[src/mtlp_pkg.sv]
// shared constants, a type and a helper function of the teleinfo line parser
package mtlp_pkg;

  // bytes held in one line before the next byte restarts it
  localparam logic [7:0] LINE_LIMIT = 8'd128;

  localparam logic [6:0] CH_STX   = 7'h02;
  localparam logic [6:0] CH_LF    = 7'h0A;
  localparam logic [6:0] CH_CR    = 7'h0D;
  localparam logic [6:0] CH_SPACE = 7'h20;
  localparam logic [6:0] CH_ZERO  = 7'h30;
  localparam logic [6:0] CH_NINE  = 7'h39;
  localparam logic [6:0] CSUM_BIAS = 7'h20;

  localparam logic [7:0] ERROR_LIMIT_RESET = 8'd10;
  localparam logic [7:0] ERROR_COUNT_MAX   = 8'd255;

  localparam logic [2:0] LBL_HCHP  = 3'd0;
  localparam logic [2:0] LBL_HCHC  = 3'd1;
  localparam logic [2:0] LBL_IINST = 3'd2;
  localparam logic [2:0] LBL_PAPP  = 3'd3;
  localparam logic [2:0] LBL_PTEC  = 3'd4;
  localparam logic [2:0] LBL_OTHER = 3'd5;

  localparam logic [31:0] PAT_HCHP  = 32'h48434850;
  localparam logic [31:0] PAT_HCHC  = 32'h48434843;
  localparam logic [39:0] PAT_IINST = 40'h49494E5354;
  localparam logic [31:0] PAT_PAPP  = 32'h50415050;
  localparam logic [39:0] PAT_PTEC  = 40'h5054454320;

  localparam logic [4:0] SEEN_ALL = 5'h1F;

  localparam logic [1:0] PH_LABEL  = 2'd0;
  localparam logic [1:0] PH_DIGITS = 2'd1;
  localparam logic [1:0] PH_DONE   = 2'd2;

  typedef struct packed {
    logic [2:0] label_code;
    logic       ok;
  } line_eval_t;

  // acc * 10 + digit, saturating at all ones
  function automatic logic [31:0] dec_step(input logic [31:0] acc, input logic [3:0] digit);
    logic [35:0] t;
    t = {1'b0, acc, 3'b000} + {3'b000, acc, 1'b0} + {32'd0, digit};
    dec_step = (t[35:32] != 4'd0) ? 32'hFFFF_FFFF : t[31:0];
  endfunction

endpackage

[src/mtlp_rx_if.sv]
// received byte channel
interface mtlp_rx_if;
  logic       valid;
  logic       ready;
  logic [7:0] rx_byte;
  modport source (output valid, output rx_byte, input ready);
  modport sink (input valid, input rx_byte, output ready);
endinterface

[src/mtlp_res_if.sv]
// parsed line result channel
interface mtlp_res_if;
  logic        valid;
  logic        ready;
  logic [2:0]  label_code;
  logic [31:0] field_value;
  logic        checksum_ok;
  logic        set_complete;
  logic        error_abort;
  modport source (output valid, output label_code, output field_value, output checksum_ok,
                  output set_complete, output error_abort, input ready);
  modport sink (input valid, input label_code, input field_value, input checksum_ok,
                input set_complete, input error_abort, output ready);
endinterface

[src/mtlp_cfg_if.sv]
// error limit write channel
interface mtlp_cfg_if;
  logic       valid;
  logic       ready;
  logic [7:0] error_limit;
  modport source (output valid, output error_limit, input ready);
  modport sink (input valid, input error_limit, output ready);
endinterface

[src/mtlp_line_eval.sv]
// line checksum check and label decode at end of line
module mtlp_line_eval (
  input  logic [7:0]          running_sum,
  input  logic [6:0]          previous_byte,
  input  logic [6:0]          byte_before_previous,
  input  logic [7:0]          line_position,
  input  logic [39:0]         label_prefix,
  output mtlp_pkg::line_eval_t eval
);
  import mtlp_pkg::*;

  logic [7:0] sum_body;
  logic       ok;
  logic [2:0] code;

  // last separator and check character are not part of the sum
  assign sum_body = running_sum - {1'b0, previous_byte} - {1'b0, byte_before_previous};
  assign ok = (line_position >= 8'd3) &&
              (({1'b0, sum_body[5:0]} + CSUM_BIAS) == previous_byte);

  always_comb begin
    code = LBL_OTHER;
    if (ok) begin
      if (label_prefix[39:8] == PAT_HCHP) code = LBL_HCHP;
      else if (label_prefix[39:8] == PAT_HCHC) code = LBL_HCHC;
      else if (label_prefix == PAT_IINST) code = LBL_IINST;
      else if (label_prefix[39:8] == PAT_PAPP) code = LBL_PAPP;
      else if (label_prefix == PAT_PTEC) code = LBL_PTEC;
    end
  end

  assign eval.label_code = code;
  assign eval.ok         = ok;

endmodule

[src/meter_teleinfo_line_parser_core.sv]
// teleinfo historic line parser: byte in, one result per end of line
//
//  channel | dir | payload      | transaction
//  rx      | in  | rx_byte      | one meter byte
//  res     | out | label_code.. | one parsed line, at each CR
//  cfg     | in  | error_limit  | one limit write
//
// one byte per cycle sustained; a byte goes from the input register through
// the line update logic to the result register.
// the only stall is a CR while the result register is full and not taken.
// rst is synchronous: line state, label set, error count clear, limit 10.
module meter_teleinfo_line_parser_core (
  input logic          clk,
  input logic          rst,
  mtlp_rx_if.sink      rx,
  mtlp_res_if.source   res,
  mtlp_cfg_if.sink     cfg
);
  import mtlp_pkg::*;

  logic        in_valid;
  logic [6:0]  in_byte;

  logic [7:0]  error_limit;
  logic [7:0]  running_sum, running_sum_next;
  logic [6:0]  previous_byte, previous_byte_next;
  logic [6:0]  byte_before_previous, byte_before_previous_next;
  logic [7:0]  line_position, line_position_next;
  logic [39:0] label_prefix, label_prefix_next;
  logic [31:0] value_accumulator, value_accumulator_next;
  logic [1:0]  value_phase, value_phase_next;
  logic [31:0] tariff_chars, tariff_chars_next;
  logic [4:0]  seen_labels, seen_labels_next;
  logic [7:0]  error_count, error_count_next;

  logic        out_valid;
  logic [2:0]  out_code, out_code_next;
  logic [31:0] out_value, out_value_next;
  logic        out_ok, out_done, out_abort;
  logic        out_done_next, out_abort_next;

  logic        restart, is_cr, proc_go, res_load;
  logic [7:0]  pos;
  logic [7:0]  err_inc;
  logic [4:0]  seen_set;
  line_eval_t  eval;

  mtlp_line_eval u_eval (
    .running_sum          (running_sum),
    .previous_byte        (previous_byte),
    .byte_before_previous (byte_before_previous),
    .line_position        (line_position),
    .label_prefix         (label_prefix),
    .eval                 (eval)
  );

  assign restart  = (in_byte == CH_STX) || (in_byte == CH_LF) || (line_position >= LINE_LIMIT);
  assign is_cr    = (in_byte == CH_CR);
  assign proc_go  = in_valid && (restart || !is_cr || !out_valid || res.ready);
  assign res_load = proc_go && !restart && is_cr;
  assign rx.ready = !in_valid || proc_go;
  assign cfg.ready = 1'b1;

  // parsing runs two bytes behind the input
  assign pos      = line_position - 8'd2;
  assign err_inc  = (error_count < ERROR_COUNT_MAX) ? error_count + 8'd1 : error_count;
  assign seen_set = (eval.label_code < LBL_OTHER) ?
                    (seen_labels | (5'd1 << eval.label_code)) : seen_labels;

  always_comb begin
    running_sum_next          = running_sum;
    previous_byte_next        = previous_byte;
    byte_before_previous_next = byte_before_previous;
    line_position_next        = line_position;
    label_prefix_next         = label_prefix;
    value_accumulator_next    = value_accumulator;
    value_phase_next          = value_phase;
    tariff_chars_next         = tariff_chars;
    seen_labels_next          = seen_labels;
    error_count_next          = error_count;
    out_code_next             = out_code;
    out_value_next            = out_value;
    out_done_next             = out_done;
    out_abort_next            = out_abort;

    if (proc_go && !restart && !is_cr) begin
      if (line_position >= 8'd2) begin
        for (int i = 0; i < 5; i++) begin
          if (pos == 8'(i))
            label_prefix_next[8*(4-i) +: 8] = label_prefix[8*(4-i) +: 8] |
                                              {1'b0, byte_before_previous};
        end
        for (int i = 5; i < 9; i++) begin
          if (pos == 8'(i))
            tariff_chars_next[8*(8-i) +: 8] = tariff_chars[8*(8-i) +: 8] |
                                              {1'b0, byte_before_previous};
        end
        if (value_phase == PH_LABEL) begin
          if (byte_before_previous == CH_SPACE) value_phase_next = PH_DIGITS;
        end else if (value_phase == PH_DIGITS) begin
          if (byte_before_previous >= CH_ZERO && byte_before_previous <= CH_NINE)
            value_accumulator_next = dec_step(value_accumulator,
                                              byte_before_previous[3:0]);
          else
            value_phase_next = PH_DONE;
        end
      end
      byte_before_previous_next = previous_byte;
      previous_byte_next        = in_byte;
      running_sum_next          = running_sum + {1'b0, in_byte};
      line_position_next        = line_position + 8'd1;
    end

    if (res_load) begin
      out_code_next  = eval.label_code;
      out_value_next = 32'd0;
      out_done_next  = 1'b0;
      out_abort_next = 1'b0;
      if (eval.ok) begin
        if (eval.label_code < LBL_PTEC) out_value_next = value_accumulator;
        else if (eval.label_code == LBL_PTEC) out_value_next = tariff_chars;
        seen_labels_next = seen_set;
        if (seen_set == SEEN_ALL) begin
          out_done_next    = 1'b1;
          seen_labels_next = 5'd0;
          error_count_next = 8'd0;
        end
      end else begin
        error_count_next = err_inc;
        if (err_inc > error_limit) begin
          out_abort_next   = 1'b1;
          seen_labels_next = 5'd0;
          error_count_next = 8'd0;
        end
      end
    end

    // every consumed line-ending byte, and any byte past the line limit, starts a fresh line
    if (proc_go && (restart || is_cr)) begin
      running_sum_next          = 8'd0;
      previous_byte_next        = 7'd0;
      byte_before_previous_next = 7'd0;
      line_position_next        = 8'd0;
      label_prefix_next         = 40'd0;
      value_accumulator_next    = 32'd0;
      value_phase_next          = PH_LABEL;
      tariff_chars_next         = 32'd0;
    end
  end

  always_ff @(posedge clk) begin
    if (rst) begin
      in_valid             <= 1'b0;
      out_valid            <= 1'b0;
      error_limit          <= ERROR_LIMIT_RESET;
      running_sum          <= 8'd0;
      previous_byte        <= 7'd0;
      byte_before_previous <= 7'd0;
      line_position        <= 8'd0;
      label_prefix         <= 40'd0;
      value_accumulator    <= 32'd0;
      value_phase          <= PH_LABEL;
      tariff_chars         <= 32'd0;
      seen_labels          <= 5'd0;
      error_count          <= 8'd0;
    end else begin
      if (rx.ready) in_valid <= rx.valid;
      out_valid            <= res_load || (out_valid && !res.ready);
      if (cfg.valid) error_limit <= cfg.error_limit;
      running_sum          <= running_sum_next;
      previous_byte        <= previous_byte_next;
      byte_before_previous <= byte_before_previous_next;
      line_position        <= line_position_next;
      label_prefix         <= label_prefix_next;
      value_accumulator    <= value_accumulator_next;
      value_phase          <= value_phase_next;
      tariff_chars         <= tariff_chars_next;
      seen_labels          <= seen_labels_next;
      error_count          <= error_count_next;
    end
  end

  always_ff @(posedge clk) begin
    if (rx.ready && rx.valid) in_byte <= rx.rx_byte[6:0];
    if (res_load) out_ok <= eval.ok;
    out_code  <= out_code_next;
    out_value <= out_value_next;
    out_done  <= out_done_next;
    out_abort <= out_abort_next;
  end

  assign res.valid        = out_valid;
  assign res.label_code   = out_code;
  assign res.field_value  = out_value;
  assign res.checksum_ok  = out_ok;
  assign res.set_complete = out_done;
  assign res.error_abort  = out_abort;

`ifndef NO_ASSERTIONS
  a_flags_exclusive: assert property (@(posedge clk) disable iff (rst)
    out_valid |-> !(out_done && out_abort))
    else $error("set complete and abort on the same line");

  a_bad_line_empty: assert property (@(posedge clk) disable iff (rst)
    (out_valid && !out_ok) |-> (out_code == LBL_OTHER && out_value == 32'd0 && !out_done))
    else $error("bad line carries a label or value");

  a_session_clear: assert property (@(posedge clk) disable iff (rst)
    (res_load && (out_done_next || out_abort_next)) |=>
      (seen_labels == 5'd0 && error_count == 8'd0))
    else $error("session not cleared after set complete or abort");

  a_line_bound: assert property (@(posedge clk) disable iff (rst)
    line_position <= LINE_LIMIT)
    else $error("line position beyond limit");

  a_no_overwrite: assert property (@(posedge clk) disable iff (rst)
    res_load |-> (!out_valid || res.ready))
    else $error("result register overwritten while held");
`endif

endmodule

[src/flat_wrapper.sv]
// flat-port wrapper written by rule: the top's interface ports become plain ports
module meter_teleinfo_line_parser_core_flat import mtlp_pkg::*;
  (clk, rst, rx_valid, rx_rx_byte, rx_ready, res_valid, res_label_code, res_field_value, res_checksum_ok, res_set_complete, res_error_abort, res_ready, cfg_valid, cfg_error_limit, cfg_ready);
  mtlp_rx_if rx_i ();
  mtlp_res_if res_i ();
  mtlp_cfg_if cfg_i ();
  input logic clk;
  input logic rst;
  input wire logic [$bits(rx_i.valid)-1:0] rx_valid;
  input wire logic [$bits(rx_i.rx_byte)-1:0] rx_rx_byte;
  output wire logic [$bits(rx_i.ready)-1:0] rx_ready;
  output wire logic [$bits(res_i.valid)-1:0] res_valid;
  output wire logic [$bits(res_i.label_code)-1:0] res_label_code;
  output wire logic [$bits(res_i.field_value)-1:0] res_field_value;
  output wire logic [$bits(res_i.checksum_ok)-1:0] res_checksum_ok;
  output wire logic [$bits(res_i.set_complete)-1:0] res_set_complete;
  output wire logic [$bits(res_i.error_abort)-1:0] res_error_abort;
  input wire logic [$bits(res_i.ready)-1:0] res_ready;
  input wire logic [$bits(cfg_i.valid)-1:0] cfg_valid;
  input wire logic [$bits(cfg_i.error_limit)-1:0] cfg_error_limit;
  output wire logic [$bits(cfg_i.ready)-1:0] cfg_ready;
  assign rx_i.valid = rx_valid;
  assign rx_i.rx_byte = rx_rx_byte;
  assign rx_ready = rx_i.ready;
  assign res_valid = res_i.valid;
  assign res_label_code = res_i.label_code;
  assign res_field_value = res_i.field_value;
  assign res_checksum_ok = res_i.checksum_ok;
  assign res_set_complete = res_i.set_complete;
  assign res_error_abort = res_i.error_abort;
  assign res_i.ready = res_ready;
  assign cfg_i.valid = cfg_valid;
  assign cfg_i.error_limit = cfg_error_limit;
  assign cfg_ready = cfg_i.ready;
  meter_teleinfo_line_parser_core u_core (.clk(clk), .rst(rst), .rx(rx_i), .res(res_i), .cfg(cfg_i));
endmodule
[config.mk]
export PLATFORM = sky130hd
export DESIGN_NAME = meter_teleinfo_line_parser_core_flat
export DESIGN_NICKNAME = d
export VERILOG_FILES = /design/src/mtlp_pkg.sv /design/src/mtlp_rx_if.sv /design/src/mtlp_res_if.sv /design/src/mtlp_cfg_if.sv /design/src/mtlp_line_eval.sv /design/src/meter_teleinfo_line_parser_core.sv /design/src/flat_wrapper.sv
export SDC_FILE = /design/constraint.sdc
export NUM_CORES = 1
export LEC_CHECK = 0
export ABC_AREA = 1
export BUFFER_PORTS_ARGS = -buffer_cell sky130_fd_sc_hd__buf_2
export CORE_UTILIZATION = 55
export CTS_CLUSTER_DIAMETER = 50
export DETAILED_ROUTE_END_ITERATION = 8
export PLACE_DENSITY_LB_ADDON = 0.05
export SLEW_MARGIN = 20
export SYNTH_ARGS = -nofsm -noshare
export SYNTH_HDL_FRONTEND = slang
export SYNTH_SLANG_ARGS = --single-unit
[constraint.sdc]
create_clock -name clk -period 9 [get_ports clk]
set_input_delay 0.45 -clock clk [delete_from_list [all_inputs] [get_ports clk]]
set_output_delay 0.45 -clock clk [all_outputs]
set_load 0.03 [all_outputs]
==> Yosys cells after proc, flatten, opt, wreduce, memory -nomap -nowiden <==
Cells that the tools add are included.
{ "totals": {"reg_bits": 204, "wordCells": 144, "inputBits": 21} }
{ "op_classes": {"bitwise": 11, "n_reduce_logical": 41, "addsub": 9, "n_eq_ne": 24, "n_shift": 1, "n_lt_le_gt_ge": 9, "mux": 23} }
{ "op_table": {"columns": ["operator", "n"], "rows": [
  ["32-bit by 31-bit == test with 1-bit output (second input constant)", 3],
  ["32-bit 2-to-1 mux", 3],
  ["40-bit by 39-bit == test with 1-bit output (second input constant)", 2],
  ["8-bit by 7-bit bitwise OR with 8-bit output", 9],
  ["35-bit by 33-bit adder with 36-bit output", 1],
  ["36-bit by 4-bit adder with 36-bit output", 1],
  ["8-bit by 3-bit == test with 1-bit output (second input constant)", 4],
  ["8-bit 2-to-1 mux", 4],
  ["3-bit AND reduction", 9],
  ["5-bit 2-to-1 mux", 4],
  ["8-bit by 1-bit adder with 8-bit output (second input constant)", 2],
  ["8-bit by 2-bit == test with 1-bit output (second input constant)", 2],
  ["8-bit by 2-bit >= comparator with 1-bit output (second input constant)", 2],
  ["3-bit 2-to-1 mux", 5],
  ["7-bit by 4-bit == test with 1-bit output (second input constant)", 2],
  ["6-bit subtractor", 2],
  ["5-bit AND reduction", 2],
  ["1-bit logical AND", 9],
  ["8-bit by 7-bit adder with 8-bit output", 1],
  ["8-bit by 1-bit == test with 1-bit output (second input constant)", 1],
  ["8-bit by 4-bit == test with 1-bit output (second input constant)", 1],
  ["8-bit >= comparator (second input constant)", 1],
  ["8-bit greater-than comparator", 1],
  ["8-bit zero test", 1],
  ["other kinds (26)", 46]
]} }

==> Depth between registers and ports, before layout <==
Gate-level depths: netlist of run 1.
{ "logic_depth": {"word_depth": 13, "mapped_depth": 25, "mapped_depth_nobuf": 25} }

==> Modules after synthesis <==
A second synthesis of run 1 with hierarchy kept.
{ "unflattened": {"cells_unflattened": 1684, "hier_area_um2": 11995.3} }
{ "by_module_without_submodules": {"columns": ["module", "cells_each", "n_inst", "seq_area_each_um2", "area_each_um2"], "rows": [
  ["meter_teleinfo_line_parser_core", 1467, 1, 4354.2, 10953.0],
  ["mtlp_line_eval", 217, 1, 0.0, 1042.2]
]} }

==> Least setup slack after synthesis of run 1 <==
OpenSTA, ideal clock, no wires.
{ "synth_timing": {"kind": "reg-to-reg", "start": "register u_core.previous_byte[0]", "end": "register u_core.error_count[0]", "path_stages_with_launch": 22, "period_less_slack_ns": 3.168, "setup_slack_ns": 5.832, "n_path_buf": 0, "setup_time_ns": 0.132, "arrival_time_ns": 3.036, "path_cell_list": "dfxtp_1 inv_1 fa_1 inv_1 ha_1 inv_1 nand2_1 fa_1 xnor2_1 o21ai_0 nor2_1 nand2_1 nor2_4 nand3_1 nand2_1 nand2_1 inv_2 nand4_4 nand2_2 nand2_4 nand2_1 a21oi_1"} }
{ "synth_between": {"elab_chain_cells": 12, "word_cells_on_any_way": 14} }
{ "synth_lines": {"columns": ["element", "line", "text"], "rows": [
  ["from (decl)", "meter_teleinfo_line_parser_core.sv:26", "logic [6:0] previous_byte, previous_byte_next;"],
  ["from (signal assigned)", "meter_teleinfo_line_parser_core.sv:171", "previous_byte <= previous_byte_next;"],
  ["6-bit subtractor (2 in series)", "mtlp_line_eval.sv:17", "assign sum_body = running_sum - {1'b0, previous_byte} - {1'b0, byte_before_previous};"],
  ["6-bit by 6-bit adder with 7-bit output", "mtlp_line_eval.sv:19", "(({1'b0, sum_body[5:0]} + CSUM_BIAS) == previous_byte);"],
  ["7-bit == test *", "mtlp_line_eval.sv:19", null],
  ["1-bit logical AND *", "mtlp_line_eval.sv:18", "assign ok = (line_position >= 8'd3) &&"],
  ["branches (longest 7 deep; another with 3-bit < comparator)", null, null],
  ["to (signal assigned)", "meter_teleinfo_line_parser_core.sv:179", "error_count <= error_count_next;"],
  ["to (decl)", "meter_teleinfo_line_parser_core.sv:34", "logic [7:0] error_count, error_count_next;"]
]} }
Every way passes the cells marked *.
A chain may end at the register's enable or synchronous reset.

==> flow_summary.ini, run 1 <==
[route]
wl_per_cell_um = 14.30
wirelength_mm = 26.93
remaining_drc_errors = 0
via_per_inst = 5.224
vias = 9837
first_pass_iters = 5
drtAntennaViolNets = 0
drt-initial-drc-count = 622

[pwr]
p_seq_share_pct = 51.6
p_sw_uw = 447.9
pwr-share-clk_pct = 41.6
pwr-share-comb_pct = 6.8
power_density_nw_per_um2 = 139.4
p_int_mw = 1.304
p_total_mw = 1.752
ir_drop_mv = 0.1435
p_leak_nw = 5.786
switching_share_pct = 25.56

[grt]
overflow = 0
grt_pass1_vias = 9393
antenna_found_initial = 0
grtUsageTotal_pct = 26.10
grt_pass1_wl_mm = 45.40
grt_max_degree = 90

[layout]
layout-drive-gt1-share_pct = 8.927
synthToLayoutAreaGrowth_pct = 9.089
final_cell_mix = nand2_1, inv_1, a21oi_1, dfxtp_1, nor2_1
antenna_cells = 0
nNetsFinal = 1720
final_common_cell = nand2_1

[synthesis]
syn_avg_cell_area_um2 = 7.386
synth_cell_types = 56
ys_seq_area_share_pct = 37.44
yosys.area.top_type = dfxtp_1
syn_area_um2 = 11520
synth_top_flop_cell = dfxtp_1
synth-edff-count = 45
syn-instance-count = 1560
async_flop_share_pct = 0
synth.area.top_cells = dfxtp_1, edfxtp_1, nand2_1, ha_1, a21oi_1
synth_top_area_share_pct = 25.71
ys_warn_count = 0
synth_nets = 1680
synth_seq_cells = 193

[timing]
grt_setup_unrepaired = false
finalSetupViolations = 0
finalHoldViolations = 0
max_freq_ghz = 0.2374
tns_ns = 0
worst_slew_pin_slew_ns = 0.9163
min_period_over_period_pct = 46.80
fin_skew_ns = 0.01659
post-route-min-period_ns = 4.212
slew_headroom_pct = 38.68
slew_viol_final = 0
layout_setup_ws_ns = 4.788
whs_ns = 0.1814

[outcome]
status = finished, final reports clean

[critical_path]
critPathMaxFanout = 33
r2r_cells = 17
r2r_start = u_core.byte_before_previous[0]
reg2reg_to = u_core.res.field_value[14]
start_kind = register
crit_chain = inv_1, fa_1, inv_1, ha_1, inv_1, nand2_1, fa_1, xnor2_1, o21ai_0, nor2_1, nand2_1, nor2_4, nand2_1, inv_2, o21ai_2, buf_4, o22ai_1
crit_path_max_incr_delay_ns = 0.77
cp.buffers_inverters = 5
cp.depth = 17
startpoint = u_core.byte_before_previous[0]
crit_path_end = u_core.res.field_value[14]
path_class = register to register
cp_data_arrival_time_ns = 4.44
crit_family = adder cells
worstPathRequired_ns = 9.22
reg2reg_slack_ns = 4.79
crit_path_end_kind = register
cp_slowest_cell = dfxtp_1

[cts]
root_buffer = clkbuf_16
cts_setup_buffers = 0
ctsHoldBuffers = 0
h-tree-depth = 4
clk_pin_slew_ns = 0.07
clock_sinks = 193
clk-insertion-delay-late_ns = 0.44
cts_buffers = 17
cts_max_path_buffers = 2
tritoncts = done
cts_resized = 0

[floorplan]
pin_count = 62
start_util_pct = 56.58
fp.dieH_um = 146.7
fp.dieArea_um2 = 21530
die_width_um = 146.7
core-area_um2 = 20360
rows = 52

[placed_design]
routabilityCongestion = 0.8962
port_buffers = 59
place_ws_ns = 4.856
hpwl_mm = 19.92

[min_path]
hp-class = input pin to register

[run]
cap_viol_max_count = 0
## Yosys cell counts, types with 4 or more instances
cell type and number:
a21oi_1 202, o22ai_1 28, or2_2 5, nand4_1 10, ha_1 91, nand3_1 70, dfxtp_1 148, a31oi_1 5
xor2_1 25, inv_2 8, xnor2_1 8, fa_1 8, nor2_1 135, o21ai_0 44, nor4_4 7, a21o_1 7
nand3b_1 4, nor4_1 4, buf_2 14, inv_1 253, o211ai_1 4, nand2_1 348, nor2_2 4, nor3_1 9
clkbuf_1 23, edfxtp_1 45, buf_1 4
## flip-flops by register name, summed over array words and instances (netlist names), 2 cells and up
signal,flops
u_core.in_byte,7
u_core.res.label_code,3
u_core.label_prefix,35
u_core.value_phase,2
u_core.error_count,8
u_core.tariff_chars,28
u_core.seen_labels,5
u_core.value_accumulator,32
u_core.previous_byte,7
u_core.res.field_value,32
u_core.running_sum,6
u_core.line_position,8
u_core.error_limit,8
u_core.byte_before_previous,7
## cell type report
| type | instances | area, um^2 |
|---|---|---|
| Fill cell | 1932 | 7795 |
| Multi-Input combinational cell | 1060 | 6028 |
| Sequential cell | 193 | 4314 |
| Inverter | 261 | 979.7 |
| Clock buffer | 18 | 439.2 |
| Timing Repair Buffer | 67 | 355.3 |
| Tap cell | 270 | 337.8 |
| Clock inverter | 14 | 115.1 |
## cells by family (layout without fill, tap and decap cells)
| group | count (synthesis) | count (layout) | synth area share [%] |
|---|---|---|---|
| other | 1 | 1 | 0.03255 |
| AO/OA/AOI/OAI | 311 | 311 | 14.69 |
| AND/OR/NAND/NOR | 616 | 616 | 23.64 |
| XOR/XNOR | 33 | 33 | 2.508 |
| flip-flops | 193 | 193 | 37.44 |
| buffers and inverters | 307 | 360 | 10.41 |
| adder cells (fa/ha/maj) | 99 | 99 | 11.27 |
## per-stage QoR
stage / cells / area, um^2 / util, %
finish: 1883 / 12570 / 61.72
global route: 1883 / 12570 / 61.72
global placement: 1851 / 12020 / 59.00
CTS: 1883 / 12570 / 61.72
detailed placement: 1851 / 12020 / 59.00
floorplan: 1560 / 11520 / -
## power groups by stage
stage	combinational, mW	sequential (mW)	clock (mW)
detailed placement	0.119	0.924	0
CTS	0.120	0.904	0.740
global placement	0.115	0.924	0
finish	0.120	0.904	0.729
floorplan	0.0955	0.919	0
global route	0.140	0.905	0.777
## how the worst min path moves through the flow
| stage | start | endpoint | slack (ns) | cells past startpoint |
|---|---|---|---|---|
| 6_report | rx_rx_byte[5] | u_core.in_byte[5] | 0.18 | 1 |
| 5_1_grt | rx_rx_byte[6] | u_core.in_byte[6] | 0.17 | 1 |
| 2_1_floorplan | u_core.label_prefix[14] | u_core.label_prefix[14] | 0.43 | 2 |
| 3_3_place_gp | u_core.label_prefix[14] | u_core.label_prefix[14] | 0.44 | 2 |
| 3_5_place_dp | u_core.label_prefix[14] | u_core.label_prefix[14] | 0.44 | 2 |
| 4_1_cts | rx_rx_byte[5] | u_core.in_byte[5] | 0.17 | 1 |
## metal layers
layer	part of all wire [%]	global-route usage, %
met1	48	35.06
met2	47	43.15
met3	3.3	4.255
met4	2.2	7.656
met5	0	0
No activity file was read; power rests on OpenSTA's default activity.
==> run 2, diff against run 1 <==
clock period = 4 ns   (was 9 ns; I/O delays follow)
==> run 2 against run 1 <==
Power increased by 130%. Combinational power is 140% higher. Utilization increased by 1.0 points. Non-clock buffer count increased by 22. Worst setup slack got worse by 4.3 ns. Maximum frequency grew 19%. Hold slack lost 0.17 ns. Sequential power is 120% higher. Via count grew 0.89%. Clock skew decreased by 0.0066 ns. Critical path type unchanged. Critical path depth unchanged.
==> flow_summary.ini, run 2 (same netlist as run 1, synthesis figures left out) <==
[cts]
clk_pin_slew_ns = 0.08
root_buffer = clkbuf_16
cts_resized = 0
clk-insertion-delay-late_ns = 0.43
cts_setup_buffers = 0
cts_buffers = 17
h-tree-depth = 4
cts_max_path_buffers = 2
tritoncts = done
clock_sinks = 193
ctsHoldBuffers = 10

[layout]
multiInputGateArea_um2 = 6028
regArea_um2 = 4314
largest_register_ffs = 35
layout-drive-gt1-share_pct = 9.541
top_register = u_core.label_prefix
nNetsFinal = 1742
synthToLayoutAreaGrowth_pct = 10.94
final_common_cell = nand2_1
antenna_cells = 0
fin_cells = 1905
fillCellCount = 1877
utilization_pct = 62.77
final_cell_mix = nand2_1, inv_1, a21oi_1, dfxtp_1, nor2_1
fin_area_um2 = 12780

[route]
via_per_inst = 5.210
drtAntennaViolNets = 0
first_pass_iters = 5
vias = 9925
remaining_drc_errors = 0
drt-initial-drc-count = 539
wirelength_mm = 27.60
wl_per_cell_um = 14.49

[critical_path]
crit_family = adder cells
crit_path_end_kind = register
critPathMaxFanout = 33
start_kind = register
path_class = register to register
cp.buffers_inverters = 5
cp_slowest_cell = fa_1
crit_path_max_incr_delay_ns = 0.53
worstPathRequired_ns = 4.27
cp_data_arrival_time_ns = 3.82
crit_chain = inv_1, fa_1, inv_1, ha_1, inv_1, nand2_1, fa_1, xnor2_1, o21ai_0, nor2_1, nand2_1, nor2_4, nand2_1, inv_2, o21ai_2, buf_4, o22ai_1

[pwr]
power_density_nw_per_um2 = 310.5
ir_drop_mv = 0.2737
p_total_mw = 3.969
p_leak_nw = 5.899

[grt]
grt_pass1_vias = 9381
overflow = 0
antenna_found_initial = 0
grt_max_degree = 53
grt_pass1_wl_mm = 45.88
grtUsageTotal_pct = 26.54

[timing]
tns_ns = 0
finalSetupViolations = 0
fin_skew_ns = 0.009984
post-route-min-period_ns = 3.548
grt_setup_unrepaired = false
max_freq_ghz = 0.2819
min_period_over_period_pct = 88.70
slew_viol_final = 0
finalHoldViolations = 0
slew_headroom_pct = 43.92
worst_slew_pin_slew_ns = 0.8400

[outcome]
status = finished, final reports clean

[floorplan]
die_width_um = 146.7
fp.dieArea_um2 = 21530
core-area_um2 = 20360
fp.dieH_um = 146.7
pin_count = 62
start_util_pct = 56.58
rows = 52

[placed_design]
hpwl_mm = 20.49
routabilityCongestion = 0.8933
placedCellCount = 1863
dpl_cell_area_um2 = 12120
port_buffers = 59

[run]
cap_viol_max_count = 0

[min_path]
hp-class = input pin to register
-- run 2: cell count changes in the layout (fill, tap and decap cells not counted), moves of 2 or more --
cell / delta
dlygate4sd3_1: +10
buf_4: +11
inv_8: -2
clkinv_4: +2
inv_6: -2
-- run 2: metal layers --
layer	up-vias	share of wire, %	global-route usage, %
met5	-	0	0
met4	0	1.2	6.354
met3	27	3.3	3.261
met2	152	48	45.78
met1	4568	47	35.30
li1	5178	-	-
-- run 2: cell type report --
cell class / instances / area share, %
tap: 270 / 2.643
inverter: 261 / 7.664
clock buffer: 19 / 3.632
multi-input combinational: 1060 / 47.16
timing repair buffer: 89 / 4.366
sequential: 193 / 33.75
clock inverter: 13 / 0.7831
-- run 2: through the flow --
step / worst slack (ns) / hold slack (ns)
floorplan: 0.8323 / 0.2691
global placement: 0.5651 / 0.3769
detailed placement: 0.4930 / 0.3787
CTS: 0.4479 / 0.003821
global route: 0.1281 / 0.02125
finish: 0.4520 / 0.01521
-- run 2: final timing paths --
path	cells past startpoint	startpoint	slack, ns	endpoint
worst max-delay path	17	u_core.previous_byte[0]	0.45	u_core.res.field_value[3]
worst min-delay path	3	rx_valid	0.02	u_core.in_valid
worst max register to register	17	u_core.previous_byte[0]	0.45	u_core.res.field_value[3]
worst min register to register	2	u_core.label_prefix[34]	0.46	u_core.label_prefix[34]
-- run 2: worst register-to-register path: stages (launching register included) --
cell	delay, ns
dfxtp_1	0.43
inv_1	0.09
fa_1	0.53
inv_1	0.05
ha_1	0.18
inv_1	0.05
nand2_1	0.09
fa_1	0.51
xnor2_1	0.11
o21ai_0	0.10
nor2_1	0.14
nand2_1	0.10
nor2_4	0.19
nand2_1	0.15
inv_2	0.14
o21ai_2	0.07
buf_4	0.24
o22ai_1	0.21
-- run 2: report_power, final --
| part | switching (mW) | total (mW) | internal [mW] |
|---|---|---|---|
| logic | 0.181 | 0.286 | 0.105 |
| clock network | 0.791 | 1.65 | 0.861 |
| registers | 0.0239 | 2.03 | 2.01 |
==> run 3, diff against run 2 <==
SETUP_SLACK_MARGIN = 0.05   (was not set)
clock period = 4.52 ns   (was 4 ns; I/O delays follow)
==> run 3 against run 2 <==
Maximum frequency decreased by 4.4%. Register-to-register slack improved by 0.36 ns. Die area unchanged. Critical path depth unchanged. Hold slack improved by 0.0049 ns. Clock skew increased by 0.0059 ns. Sequential power decreased by 11%. First-iteration DRC count increased by 9.3%. Worst setup slack improved by 0.36 ns. Critical endpoint is now u_core.res.field_value[2]. Highest routed layer unchanged.
==> flow_summary.ini, run 3 (same netlist as run 1, synthesis figures left out) <==
[outcome]
status = finished, final reports clean

[critical_path]
path_class = register to register
r2r_cells = 17
r2r_start = u_core.previous_byte[0]
worstPathRequired_ns = 4.80
start_kind = register
cp_data_arrival_time_ns = 3.99
reg2reg_slack_ns = 0.81
crit_path_end_kind = register
startpoint = u_core.previous_byte[0]
critPathMaxFanout = 18
reg2reg_to = u_core.res.field_value[2]

[pwr]
p_leak_nw = 5.867
ir_drop_mv = 0.2220
p_total_mw = 3.515
power_density_nw_per_um2 = 275.8

[cts]
root_buffer = clkbuf_16
cts_setup_buffers = 0
ctsHoldBuffers = 9
clk_pin_slew_ns = 0.08
tritoncts = done
h-tree-depth = 4
clock_sinks = 193
cts_resized = 0
cts_buffers = 17
cts_max_path_buffers = 2
clk-insertion-delay-late_ns = 0.44

[floorplan]
pin_count = 62
fp.dieH_um = 146.7
rows = 52
core-area_um2 = 20360
start_util_pct = 56.58
fp.dieArea_um2 = 21530
die_width_um = 146.7

[run]
cap_viol_max_count = 0

[grt]
gr-max-usage-layer = met2
met1_usage_pct = 35.56
grtUsageTotal_pct = 26.65
use_met2_pct = 44.76
use_met3_pct = 3.509
overflow = 0
antenna_found_initial = 0
grt_pass1_wl_mm = 46.42
grt_pass1_vias = 9594
grt_max_degree = 61

[layout]
layout-drive-gt1-share_pct = 9.152
antenna_cells = 0
multiInputGateArea_um2 = 6028
nNetsFinal = 1735
final_common_cell = nand2_1
fillCellCount = 1855
final_cell_mix = nand2_1, inv_1, a21oi_1, dfxtp_1, nor2_1
regArea_um2 = 4314
top_register = u_core.label_prefix
synthToLayoutAreaGrowth_pct = 10.61
largest_register_ffs = 35

[min_path]
min-delay-start = cfg_error_limit[0]
hold-path-endpoint = u_core.error_limit[0]
worstHoldPathCells = 3
hp-class = input pin to register

[route]
remaining_drc_errors = 0
wirelength_mm = 27.50
drt-initial-drc-count = 589
via_per_inst = 5.261
wl_per_cell_um = 14.49
first_pass_iters = 5
vias = 9986
drtAntennaViolNets = 0

[timing]
min_period_over_period_pct = 82.08
post-route-min-period_ns = 3.710
slew_headroom_pct = 31.01
max_freq_ghz = 0.2695
grt_setup_unrepaired = false
finalHoldViolations = 0
slew_viol_final = 0
worst_slew_pin_slew_ns = 1.033
tns_ns = 0
finalSetupViolations = 0
fin_skew_ns = 0.01588

[placed_design]
hpwl_mm = 20.43
port_buffers = 59
routabilityCongestion = 0.8838
-- run 3: area by class of cell --
class / count / share of cell area, %
tap: 270 / 2.651
inverter: 261 / 7.687
clock inverter: 14 / 1.100
timing repair buffer: 82 / 4.045
clock buffer: 18 / 3.367
sequential: 193 / 33.85
multi-input combinational: 1060 / 47.30
-- run 3: worst max-delay path, cell delays in order (launching register included) --
cell	delay [ns]
dfxtp_1	0.42
inv_1	0.09
fa_1	0.53
inv_1	0.05
ha_1	0.19
inv_1	0.06
nand2_1	0.10
fa_1	0.52
xnor2_1	0.12
o21ai_0	0.10
nor2_1	0.11
nand2_1	0.09
nor2_4	0.20
nand2_1	0.15
inv_2	0.15
o21ai_2	0.26
buf_4	0.31
o22ai_1	0.13
-- run 3: stage by stage --
stage	cell area, um^2	hold slack (ns)	utilization, %	worst slack, ns	cells
global placement	12090	0.4028	59.35	0.9083	1857
CTS	12740	0.01009	62.58	0.8295	1898
detailed placement	12090	0.4041	59.35	0.8613	1857
global route	12740	0.03579	62.58	0.5582	1898
floorplan	11520	0.2951	-	1.352	1560
finish	12740	0.02009	62.58	0.8099	1898
-- run 3: metal layers --
metal	routed length (um)	vias up
met5	0	-
met4	520	0
met2	12840	167
li1	-	5174
met1	13100	4611
met3	1035	34
-- run 3: power breakdown --
part	internal (mW)	total, mW	switching (mW)
logic	0.0921	0.250	0.158
registers	1.78	1.80	0.0215
clock network	0.736	1.47	0.731
total	2.60	3.51	0.911
-- run 3: worst max path at each step --
| stage | cells after the start | slack [ns] | endpoint |
|---|---|---|---|
| finish | 17 | 0.81 | u_core.res.field_value[2] |
| floorplan | 21 | 1.35 | u_core.error_count[0] |
| detailed placement | 17 | 0.86 | u_core.res.field_value[2] |
| CTS | 17 | 0.83 | u_core.res.field_value[2] |
| global route | 17 | 0.56 | u_core.res.field_value[9] |
| global placement | 17 | 0.91 | u_core.res.field_value[1] |
